## config.mk

```make
export PLATFORM = sky130hd
export DESIGN_NAME = prs_ctrl
export DESIGN_NICKNAME = d
export VERILOG_FILES = /design/src/rtl/prs_pkg.sv /design/src/rtl/prs_ctrl.sv
export SDC_FILE = /design/constraint.sdc
export NUM_CORES = 1
export LEC_CHECK = 0
export BUFFER_PORTS_ARGS = -buffer_cell sky130_fd_sc_hd__buf_2
export CORE_UTILIZATION = 35
export CTS_BUF_LIST = sky130_fd_sc_hd__clkbuf_16
export DETAILED_ROUTE_END_ITERATION = 10
export HOLD_SLACK_MARGIN = 0.1
export PLACE_DENSITY_LB_ADDON = 0.2
export SLEW_MARGIN = 20
export SYNTH_ARGS = -nofsm -noshare
export SYNTH_HDL_FRONTEND = slang
export SYNTH_SLANG_ARGS = --single-unit
```

## constraint.sdc

```tcl
create_clock -name clk -period 1.36 [get_ports clk]
set_input_delay 0.136 -clock clk [delete_from_list [all_inputs] [get_ports clk]]
set_output_delay 0.136 -clock clk [all_outputs]
set_load 0.05 [all_outputs]
```

## src/rtl/prs_pkg.sv

```systemverilog
// ----------------------------------------------------------------------------
// prs_pkg
// Shared types and constants of the prioritized replay sampler.
// ----------------------------------------------------------------------------
package prs_pkg;

  localparam int DEPTH     = 1024;
  localparam int IDX_W     = 10;
  localparam int CNT_W     = IDX_W + 1;
  localparam int PRIO_W    = 32;
  localparam int SUM_W     = PRIO_W + IDX_W;
  localparam int RUN_W     = SUM_W + 1;
  localparam int TAG_W     = 4;
  localparam int QUO_W     = 17;
  localparam int DIV_CNT_W = 5;

  localparam logic [PRIO_W-1:0]    PRIO_ONE  = 32'h0001_0000;
  localparam logic [DIV_CNT_W-1:0] DIV_STEPS = DIV_CNT_W'(QUO_W);

  localparam logic [1:0] REG_MODE     = 2'd0;
  localparam logic [1:0] REG_CAPACITY = 2'd1;
  localparam logic [1:0] REG_TASK     = 2'd2;

  localparam logic [1:0] STATUS_OK        = 2'd0;
  localparam logic [1:0] STATUS_BAD_INDEX = 2'd1;
  localparam logic [1:0] STATUS_EMPTY     = 2'd2;

  typedef enum logic [1:0] {
    OP_ADD       = 2'd0,
    OP_UPDATE    = 2'd1,
    OP_SAMPLE    = 2'd2,
    OP_NORMALIZE = 2'd3
  } op_t;

  typedef enum logic [1:0] {
    RD_SCAN,
    RD_SLOT,
    RD_IDX,
    RD_NORM
  } rd_sel_t;

  typedef enum logic [2:0] {
    RES_ADD,
    RES_UPDATE,
    RES_BAD_INDEX,
    RES_EMPTY,
    RES_SAMPLE,
    RES_NORMALIZE
  } res_kind_t;

  typedef enum logic [3:0] {
    S_IDLE,
    S_DISPATCH,
    S_ADD,
    S_UPDATE,
    S_SUM,
    S_MUL,
    S_MUL2,
    S_SEARCH,
    S_FETCH,
    S_NRD,
    S_NLD,
    S_NDIV,
    S_RESULT
  } state_t;

  typedef struct packed {
    logic      in_load;
    logic      wr_add;
    logic      wr_upd;
    logic      scan_start;
    logic      scan_search;
    logic      mul_go;
    logic      mul2_go;
    logic      hit_take;
    logic      norm_start;
    logic      div_start;
    logic      wr_norm;
    logic      out_load;
    rd_sel_t   rd_sel;
    res_kind_t res_kind;
  } cmd_t;

  typedef struct packed {
    op_t  op;
    logic idx_bad;
    logic n_zero;
    logic scan_done;
    logic weighted;
    logic div_busy;
    logic norm_last;
    logic out_free;
  } stat_t;

endpackage

```

## src/rtl/prs_ctrl.sv

```systemverilog
// ----------------------------------------------------------------------------
// prs_ctrl
// Sequencer of the replay sampler: steps each item through its passes.
// ----------------------------------------------------------------------------
module prs_ctrl (
  input  logic            clk,
  input  logic            rst,
  input  logic            accept,
  input  prs_pkg::stat_t  stat,
  output prs_pkg::cmd_t   cmd,
  output logic            idle
);

  prs_pkg::state_t    state, state_next;
  prs_pkg::res_kind_t kind, kind_next;

  always_ff @(posedge clk) begin
    if (rst) begin
      state <= prs_pkg::S_IDLE;
      kind  <= prs_pkg::RES_EMPTY;
    end else begin
      state <= state_next;
      kind  <= kind_next;
    end
  end

  always_comb begin
    state_next   = state;
    kind_next    = kind;
    cmd          = '0;
    cmd.rd_sel   = prs_pkg::RD_SCAN;
    cmd.res_kind = kind;
    idle         = 1'b0;
    case (state)
      prs_pkg::S_IDLE: begin
        idle        = 1'b1;
        cmd.in_load = accept;
        if (accept) begin
          state_next = prs_pkg::S_DISPATCH;
        end
      end
      prs_pkg::S_DISPATCH: begin
        case (stat.op)
          prs_pkg::OP_ADD: begin
            state_next = prs_pkg::S_ADD;
          end
          prs_pkg::OP_UPDATE: begin
            if (stat.idx_bad) begin
              kind_next  = prs_pkg::RES_BAD_INDEX;
              state_next = prs_pkg::S_RESULT;
            end else begin
              state_next = prs_pkg::S_UPDATE;
            end
          end
          default: begin
            if (stat.n_zero) begin
              kind_next  = prs_pkg::RES_EMPTY;
              state_next = prs_pkg::S_RESULT;
            end else begin
              cmd.scan_start = 1'b1;
              state_next     = prs_pkg::S_SUM;
            end
          end
        endcase
      end
      prs_pkg::S_ADD: begin
        cmd.wr_add = 1'b1;
        kind_next  = prs_pkg::RES_ADD;
        state_next = prs_pkg::S_RESULT;
      end
      prs_pkg::S_UPDATE: begin
        cmd.wr_upd = 1'b1;
        cmd.rd_sel = prs_pkg::RD_IDX;
        kind_next  = prs_pkg::RES_UPDATE;
        state_next = prs_pkg::S_RESULT;
      end
      prs_pkg::S_SUM: begin
        if (stat.scan_done) begin
          if (stat.op == prs_pkg::OP_SAMPLE) begin
            state_next = prs_pkg::S_MUL;
          end else begin
            cmd.norm_start = 1'b1;
            state_next     = prs_pkg::S_NRD;
          end
        end
      end
      prs_pkg::S_MUL: begin
        cmd.mul_go = 1'b1;
        state_next = prs_pkg::S_MUL2;
      end
      prs_pkg::S_MUL2: begin
        cmd.mul2_go = 1'b1;
        if (stat.weighted) begin
          cmd.scan_start  = 1'b1;
          cmd.scan_search = 1'b1;
          state_next      = prs_pkg::S_SEARCH;
        end else begin
          state_next = prs_pkg::S_FETCH;
        end
      end
      prs_pkg::S_SEARCH: begin
        if (stat.scan_done) begin
          cmd.hit_take = 1'b1;
          state_next   = prs_pkg::S_FETCH;
        end
      end
      prs_pkg::S_FETCH: begin
        cmd.rd_sel = prs_pkg::RD_SLOT;
        kind_next  = prs_pkg::RES_SAMPLE;
        state_next = prs_pkg::S_RESULT;
      end
      prs_pkg::S_NRD: begin
        cmd.rd_sel = prs_pkg::RD_NORM;
        state_next = prs_pkg::S_NLD;
      end
      prs_pkg::S_NLD: begin
        cmd.rd_sel    = prs_pkg::RD_NORM;
        cmd.div_start = 1'b1;
        state_next    = prs_pkg::S_NDIV;
      end
      prs_pkg::S_NDIV: begin
        if (!stat.div_busy) begin
          cmd.wr_norm = 1'b1;
          if (stat.norm_last) begin
            kind_next  = prs_pkg::RES_NORMALIZE;
            state_next = prs_pkg::S_RESULT;
          end else begin
            state_next = prs_pkg::S_NRD;
          end
        end
      end
      prs_pkg::S_RESULT: begin
        // Hold the read address so the registered read data stays put.
        if (kind == prs_pkg::RES_UPDATE) begin
          cmd.rd_sel = prs_pkg::RD_IDX;
        end else begin
          cmd.rd_sel = prs_pkg::RD_SLOT;
        end
        if (stat.out_free) begin
          cmd.out_load = 1'b1;
          state_next   = prs_pkg::S_IDLE;
        end
      end
      default: begin
        state_next = prs_pkg::S_IDLE;
      end
    endcase
  end

endmodule

```

### Word level (Yosys, flattened, before mapping)

Cells that the tools add are included.

| storage, ports and cells | value |
|---|---|
| register bits after elaboration | 7 |
| bits in latches | 0 |
| RAM bits | 0 |
| memory bits (read-only) | 0 |
| input bits | 12 |
| logic and storage cells | 75 |
| memories | 0 |

| operators by class | value |
|---|---|
| $add $sub $neg | 0 |
| multipliers | 0 |
| divide/modulo/power cells | 0 |
| $lt $le $gt $ge | 0 |
| equality and inequality tests | 24 |
| shift-type cells | 0 |
| muxes and demuxes | 41 |
| bitwise operators | 0 |
| reduce and logical (&&, ||, !) cells | 8 |

Operators with widths:

| operator | count |
|---|---|
| one-hot mux 4 bit (11 select lines) | 1 |
| 2-to-1 mux 4 bit | 9 |
| == test 4 bit, second input constant | 5 |
| 2-to-1 mux 1 bit | 19 |
| == test 4 x 3 -> 1 bit, second input constant | 4 |
| 2-to-1 mux 3 bit | 5 |
| one-hot mux 3 bit (5 select lines) | 1 |
| inequality test 2 bit, second input constant | 7 |
| == test 4 x 2 -> 1 bit, second input constant | 2 |
| one-hot mux 2 bit (4 select lines) | 1 |
| one-hot mux 4 bit (2 select lines) | 1 |
| one-hot mux 3 bit (2 select lines) | 1 |
| AND reduction 6 bit | 1 |
| AND reduction 5 bit | 1 |
| nonzero test 5 bit | 1 |
| == test 4 x 1 -> 1 bit, second input constant | 1 |
| logical NOT 4 bit | 1 |
| 2-to-1 mux 2 bit | 2 |
| OR reduction 2 bit | 2 |
| == test 3 x 1 -> 1 bit, second input constant | 1 |
| inequality test 3 x 2 -> 1 bit, second input constant | 1 |
| inequality test 3 bit, second input constant | 1 |
| OR reduction 3 bit | 1 |
| == test 2 x 1 -> 1 bit, second input constant | 1 |
| other kinds (3) | 3 |

### Depth between registers and ports, before layout

Gate-level depths: netlist of run 1.

| depth | value |
|---|---|
| depth after elaboration | 4 |
| gate-level depth with buffers | 6 |

### Worst setup path after synthesis of run 1

Ideal clock, no wire load.

| timing path | value |
|---|---|
| kind | reg-to-output |
| start | register state[0] |
| end | output port cmd[12] in the netlist's numbering |
| arrival time | 1.993 ns |
| data required time | 1.224 ns |
| slack | -0.769 ns |
| stages on the path, launching flop included | 6 |
| path through | dfxtp_1 > buf_6 > buf_4 > nand2b_1 > nor2_1 > and2_1 |

RTL lines:

| item | line | text |
|---|---|---|
| start, declared | prs_ctrl.sv:14 | `prs_pkg::state_t state, state_next;` |
| start signal, assigned | prs_ctrl.sv:19 | `state <= prs_pkg::S_IDLE;` |
| start signal, assigned | prs_ctrl.sv:22 | `state <= state_next;` |
| end, declared | prs_ctrl.sv:10 | `output prs_pkg::cmd_t cmd,` |

==> metrics, run 1 <==
status=finished with violations; failing checks=setup timing; Syn-to-layout area delta=121.0%; CTS Buffer Depth=2; CTS tree=built; overall die width=51.74 um; routed len/inst=19.51 um; Layout Skew=4.158 ps; Starting Density=0.3804; CTS sink cnt=7; kind of critical path=register to primary output; headroom to the max-slew limit=0.7711; layout cell share with drive strength beyond 1=0.6868; Fmax=0.6049 GHz; Placed Area=0.001346 mm2; GP Congestion=0.8660; element type at the critical path end=primary output; post-route setup slack=-293.2 ps; initial antenna violation count=0; met3 global-route usage=0.05263; most frequent cells in the layout=buf_4 (24), buf_6 (16), buf_2 (14); RSZ-0062 raised after global routing=yes; post-synth cell types=50; share of Yosys cell area claimed by the top area cell type=0.1618; mux contribution to synthesized area=0.02457; final instance area=0.001913 mm2; first-pass GRT wire length=5533 um; Die Y=51.74 um; Most used DFF post-synth=dfxtp_1; max-slew violations=0; Reg clk slew, reported paths=40 ps; 1st-pass router iterations=4; DRC Markers=0; EDFF count, synth=0; number of synthesis warnings=0; total CTS buffers=3; vias=1267; ANT nets after route=0; Cell Area, Synth=865.8 um2; slowest cell on the critical path=or4b_4; r2r startpoint=state[0]; DR iter-0 viols=42; grt total ovfl=0; simple-gate portion of the synthesized area=0.3974; total track usage=0.2799; main combinational cell family by area after synthesis=simple AND/OR/NAND/NOR gates; Core Area=0.002276 mm2; die area=0.002677 mm2; asr flop ratio synth=0; fin crit period=1653 ps; adder-cell share of the synthesized area=0; fillcell total=118; crit-path cells=nand2b_4, or4b_4, a21oi_4, buf_6; row count=17; Power Total=4845 uW; DRT Wirelength=4097 um; fin nets=195; Power Dens Cells=2533 mW/mm2; synth top area cells=dfxtp_1 (16%), nor2_1 (6.1%), a21oi_1 (5.2%); reg2reg setup slack=-290 ps; clk root buf=clkbuf_16; #FFs+latches synth=7; most common cell after layout, fill and taps aside=buf_4; grt met1 use=0.3044; reg2reg path depth=8; worst vdd ir=1928 uV; FF/Latch Area=153.9 um2; Seq/Total Area, Yosys=0.1618; crit-path max FO=3; worst-skew pair later-pin latency=240 ps; Synth Area in Compound Gates=0.3006; Fin. Hold Viols=0; Critical Path Max Stage Delay=490 ps; class of the worst hold path=input pin to register; # setup viols final=21; H-tree depth=1; IO Pins=30; final worst path period share=1.216; Post-Syn Instances=120; Worst R2R End=state[3]; dpl hpwl=2317 um; Post-Synth XOR/XNOR Area=0.01879; GRT Max-Usage Layer=met2; largest net degree at the start of global routing=21; syn avg cell area=7.215 um2; Leakage=0.0007504 uW; data arrival time of the critical path=1520 ps; met2 Usage GRT=0.5195; Max Cap Viol=0; critical path required time=1220 ps; Setup WS pre-CTS=-143.7 ps; Worst setup startpoint=state[1]; vias in the first global route=1164; Setup crit end=cmd[13]; area of the multi-input gates=944.7 um2; Syn Nets=132; PortBufs=29; worst-margin pin slew=341.9 ps; n_diodes=0; largest area contributor in the netlist=dfxtp_1; CP startpoint kind=register; via/cell ratio=6.033
critical path: cells and delay by family (launching register included):
kind / cells / cell delay [ps]
AND/OR/NAND/NOR: 2 / 630
buffers and inverters: 1 / 170
flip-flops: 1 / 350
AO/OA/AOI/OAI: 1 / 130
how the worst min path moves through the flow:
| stage | startpoint | endpoint | slack (ps) | cells past startpoint |
|---|---|---|---|---|
| 2_1_floorplan | stat[2] | cmd[6] | 340 | 1 |
| 3_3_place_gp | rst | state[1] | 470 | 2 |
| 3_5_place_dp | rst | state[1] | 470 | 2 |
| 4_1_cts | rst | state[1] | 210 | 2 |
| 5_1_grt | rst | state[1] | 240 | 2 |
| 6_report | rst | state[1] | 240 | 2 |
logic make-up after synthesis:
logic type,Yosys count
AOI/OAI and AO/OA,37
xor gates and xnor gates,1
buffers and inverters,14
DFF,7
muxes,2
and+or+nand+nor,59
state kept, by name, summed over array words and instances (netlist names):
name   cells
state      4
kind       3
Yosys cell counts (2+ instances only):
cell type and count:
or3b_1 2, o21ai_0 2, or2_1 2, nor2_1 14, a31oi_1 2, dfxtp_1 7, a211o_1 2, a41oi_1 2
nand2_1 9, nand3_1 2, inv_1 3, nor2b_1 3, buf_2 4, a21oi_1 9, nand2b_1 7, nand4b_1 2
a22oi_1 2, buf_4 3, nand4_1 3, nor3b_1 3, a21o_1 2, nor3_1 4, buf_6 2, o21ai_1 3
per-layer routing:
layer	wire length, um	share of wire	vias up
met3	210	0.051	8
met2	2211	0.54	61
met5	0	0	-
met4	57	0.014	0
met1	1617	0.39	623
li1	-	-	575
cell type report:
| cell class | instances | area share |
|---|---|---|
| Clock buffer | 3 | 0.03924 |
| Tap cell | 28 | 0.01831 |
| Sequential cell | 7 | 0.08045 |
| Inverter | 4 | 0.01046 |
| Multi-Input combinational cell | 99 | 0.4938 |
| Clock inverter | 1 | 0.001962 |
| Timing Repair Buffer | 68 | 0.3558 |
what timing repair did:
action,in CTS,in global routing
cloned,0,2
endpoints found under the setup margin,22,22
gates resized for setup,67,21
setup buffers,5,7
pin swaps,12,16
hold buffers,0,0
per-stage QoR:
stage / std cells / utilization / hold slack, ps / setup TNS [ps]
2_1_floorplan: 120 / - / 335.7 / -529.2
5_1_grt: 210 / 0.8406 / 238.9 / -4167
3_5_place_dp: 192 / 0.5915 / 474.5 / -968.6
4_1_cts: 201 / 0.7493 / 210.0 / -2188
6_report: 210 / 0.8406 / 235.8 / -3412
3_3_place_gp: 192 / 0.5915 / 466.0 / -704.0
report_power, final:
| part | leakage (uW) | total [uW] | switching (uW) | internal, uW |
|---|---|---|---|---|
| Combinational | 0.000649 | 3900 | 2050 | 1850 |
| Clock | 0.0000423 | 512 | 128 | 384 |
| Sequential | 0.0000594 | 432 | 118 | 314 |
No activity file was read; power rests on OpenSTA's default activity.
==> inputs of run 2 (changes only) <==
GPL_TIMING_DRIVEN = 0   (was not set)
==> metrics, run 2 (same netlist as run 1, synthesis figures left out) <==
dpl hpwl=2216 um; Layout Skew=1.638 ps; critical path required time=1220 ps; Power Total=4690 uW; headroom to the max-slew limit=0.6128; final worst path period share=1.224; overall die width=51.74 um; clk root buf=clkbuf_16; Setup WS pre-CTS=-260.7 ps; worst vdd ir=2215 uV; GP Congestion=0.8925; Leakage=0.0007198 uW; 1st-pass router iterations=4; worst-skew pair later-pin latency=230 ps; crit-path max FO=6; total track usage=0.3029; via/cell ratio=6.228; worst-margin pin slew=580.8 ps; DRC Markers=0; Fin. Hold Viols=0; fin crit period=1665 ps; Largest register FFs=4; most frequent cells in the layout=buf_4 (19), buf_6 (16), buf_2 (13); Hold Buf Count CTS=0; DRT Wirelength=4076 um; CP startpoint kind=register; most common cell after layout, fill and taps aside=buf_4; area of the multi-input gates=889.6 um2; data arrival time of the critical path=1530 ps; routed len/inst=19.79 um; ANT nets after route=0; CTS tree=built; total CTS buffers=3; Max Cap Viol=0; Syn-to-layout area delta=109.5%; Fmax=0.6006 GHz; Power Dens Cells=2585 mW/mm2; Core Area=0.002276 mm2; Starting Density=0.3804; post-route setup slack=-305.1 ps; FF/Latch Area=153.9 um2; row count=17; grt total ovfl=0; Die Y=51.74 um; largest registers=state: 4 flops, kind: 3 flops; n_diodes=0; class of the worst hold path=input pin to register; die area=0.002677 mm2; failing checks=setup timing; largest net degree at the start of global routing=11; CTS sink cnt=7; max-slew violations=0; vias in the first global route=1151; IO Pins=30; Top reg by flops=state; element type at the critical path end=primary output; initial antenna violation count=0; DR iter-0 viols=47; layout cell share with drive strength beyond 1=0.6404; vias=1283; status=finished with violations; # setup viols final=21; fin nets=191; first-pass GRT wire length=5789 um; H-tree depth=1; dpl cells=176; fillcell total=136; Non-Filler Instances=206; CTS Buffer Depth=2; RSZ-0062 raised after global routing=yes; Reg clk slew, reported paths=40 ps; kind of critical path=register to primary output; PortBufs=28
==> run 2: changes by cell type in the layout (fill, tap and decap cells not counted), moves of 2 or more <==
cell and change:
a21oi_2 +2, buf_4 -5, buf_8 +3, clkbuf_16 -2
==> run 2: cell type report <==
class | count | share of cell area
Multi-Input combinational cell | 99 | 0.4903
Timing Repair Buffer | 55 | 0.2772
Sequential cell | 7 | 0.08483
Buffer | 9 | 0.07379
Clock buffer | 3 | 0.04138
Tap cell | 28 | 0.01931
Inverter | 4 | 0.01103
Clock inverter | 1 | 0.002069
==> run 2: final timing paths <==
kind	startpoint	end	slack [ps]	cells past startpoint
worst max-delay path	state[0]	cmd[4]	-310	6
worst min-delay path	rst	state[2]	390	2
worst max register to register	state[1]	state[0]	-260	7
worst min register to register	kind[2]	kind[2]	500	2
==> run 2: stage by stage <==
stage	setup TNS [ps]	cell area [um2]	hold slack, ps	utilization
after floorplan	-529.2	1049	335.7	-
after global placement	-1470	1224	468.4	0.5377
after detailed placement	-1660	1224	476.4	0.5377
after CTS	-2987	1714	342.6	0.7532
after global routing	-4835	1814	396.6	0.7971
final	-3916	1814	389.4	0.7971
==> run 2: critical path: stages, from the launching register on <==
cell and delay, ps:
dfxtp_4 360, buf_8 130, buf_8 140, nand2_8 60, mux2_4 290, o21ai_4 150
buf_6 170
==> run 2: repair_timing <==
action	CTS	global route
gates resized for setup	71	13
hold endpoints to repair	0	0
setup buffers	18	10
endpoints found under the setup margin	21	22
pin swaps	17	11
==> run 2: power breakdown <==
group / switching [uW] / leakage, uW / internal, uW
sequential: 107 / 0.0000594 / 309
combinational: 2020 / 0.000618 / 1750
clock: 117 / 0.0000423 / 383
total: 2250 / 0.000720 / 2440
==> run 2: per-layer routing <==
metal / routed length, um / global-route usage
met5: 0 / 0
met1: 1546 / 0.3641
met4: 233 / 0.1036
met3: 334 / 0.07310
met2: 1961 / 0.5216
==> inputs of run 3 (changes only) <==
--- a/constraint.sdc
+++ b/constraint.sdc
@@ -3,2 +3,2 @@
 set_output_delay 0.136 -clock clk [all_outputs]
-set_load 0.05 [all_outputs]
+set_load 0.005 [all_outputs]
==> metrics, run 3 (same netlist as run 1, synthesis figures left out) <==
max-slew violations=0; Sw Share=0.4215; crit-path max FO=8; Power Dens Cells=2414 mW/mm2; CTS sink cnt=7; class of the worst hold path=input pin to register; RSZ-0062 raised after global routing=yes; 1st-pass router iterations=4; Reg clk slew, reported paths=40 ps; ANT nets after route=0; routed len/inst=17.77 um; Top reg by flops=state; reg2reg path depth=6; area of the multi-input gates=800.8 um2; Seq pwr share=0.112; Die Y=51.74 um; via/cell ratio=6.104; fin nets=187; vias=1233; Fmax=0.6228 GHz; Leakage=0.0006740 uW; Largest register FFs=4; post-route setup slack=-245.8 ps; clk root buf=clkbuf_16; CP startpoint kind=register; Worst R2R End=state[1]; most frequent cells in the layout=buf_2 (28), buf_4 (16), nor2_1 (8); worst vdd ir=1433 uV; largest registers=state: 4 flops, kind: 3 flops; Util after Layout=0.6844; Setup crit end=cmd[3]; Max Cap Viol=0; IO Pins=30; Int Pwr=2175 uW; Layout Skew=2.770 ps; P_sw=1585 uW; vias in the first global route=1041; die area=0.002677 mm2; critical path required time=1220 ps; Core Area=0.002276 mm2; element type at the critical path end=primary output; total track usage=0.2373; DRT Wirelength=3590 um; Syn-to-layout area delta=79.91%; layout cell share with drive strength beyond 1=0.5805; grt total ovfl=0; most common cell after layout, fill and taps aside=buf_2; worst-skew pair later-pin latency=230 ps; Hold Buf Count CTS=0; Worst setup startpoint=state[0]; H-tree depth=1; CTS tree=built; Fin. Hold Viols=0; dpl hpwl=1995 um; # setup viols final=18; initial antenna violation count=0; worst-margin pin slew=552.6 ps; final worst path period share=1.181; status=finished with violations; largest net degree at the start of global routing=11; Power Total=3760 uW; DR iter-0 viols=41; reg2reg setup slack=-210 ps; headroom to the max-slew limit=0.6316; DRC Markers=0; Logic pwr share=0.756; total CTS buffers=3; setup tns final=-2487 ps; Clock Power Share=0.132; first-pass GRT wire length=4767 um; fillcell total=162; overall die width=51.74 um; row count=17; FF/Latch Area=152.6 um2; Starting Density=0.3804; failing checks=setup timing; fin crit period=1606 ps; Fin Hold WS=361.8 ps; GP Congestion=0.9228; PortBufs=28; CTS Buffer Depth=2; r2r startpoint=state[0]; kind of critical path=register to primary output; n_diodes=0; data arrival time of the critical path=1470 ps
==> run 3: cell count changes in the layout (fill, tap and decap cells not counted), moves of 3 or more <==
cell / before / now
buf_2: 13 / 28
buf_6: 16 / 7
buf_8: 11 / 6
nor2_4: 9 / 4
nor3_4: 5 / 0
nor3_2: 0 / 4
a21oi_1: 4 / 7
a21oi_2: 5 / 2
buf_4: 19 / 16
nor2_1: 5 / 8
==> run 3: cell type report <==
class | count | share of cell area
multi-input combinational | 99 | 0.5141
clock inverter | 1 | 0.002410
buffer | 9 | 0.07470
sequential | 7 | 0.09799
tap | 28 | 0.02249
timing repair buffer | 51 | 0.2289
clock buffer | 3 | 0.04819
inverter | 4 | 0.01125
==> run 3: worst max-delay path, stage by stage, from the launching register on <==
cell     delay [ps]
dfxtp_4         350
buf_6           130
buf_8           140
or2_4           240
nor2_2          100
a21oi_1          50
nor2_1          100
buf_2           120
==> run 3: worst min path at each step <==
| stage | start | endpoint | slack, ps | cells past startpoint |
|---|---|---|---|---|
| after floorplan | stat[2] | cmd[6] | 310 | 1 |
| after global placement | kind[2] | kind[2] | 470 | 2 |
| after detailed placement | kind[2] | kind[2] | 470 | 2 |
| after CTS | rst | state[2] | 350 | 2 |
| after global routing | stat[0] | state[3] | 380 | 4 |
| final | stat[0] | state[3] | 360 | 4 |
==> run 3: repair_timing <==
action | 4_1_cts | 5_1_grt
endpoints found under the setup margin | 21 | 21
setup buffers | 17 | 7
pin swaps | 9 | 21
gates cloned | 0 | 0
resized for setup | 34 | 32
==> run 3: layer usage <==
| metal | wire length (um) | track usage | share of wire |
|---|---|---|---|
| met5 | 0 | 0 | 0 |
| met4 | 96 | 0.06306 | 0.027 |
| met3 | 303 | 0.04971 | 0.084 |
| met2 | 1790 | 0.4004 | 0.50 |
| met1 | 1400 | 0.3030 | 0.39 |
==> run 3: metrics by stage <==
step                      instance area (um2)  worst slack [ps]  std cells
after floorplan                         865.8             43.13        120
after global placement                   1041            -106.8        176
after CTS                                1396            -222.9        197
after global routing                     1558            -294.6        202
final                                    1558            -245.8        202
after detailed placement                 1041            -122.2        176
==> run 3: power by group through the flow <==
stage	clock network, uW	logic (uW)	registers (uW)
5_1_grt	521	2970	423
3_5_place_dp	0	1650	335
2_1_floorplan	0	1230	327
4_1_cts	498	2400	358
6_report	497	2840	421
3_3_place_gp	0	1640	330
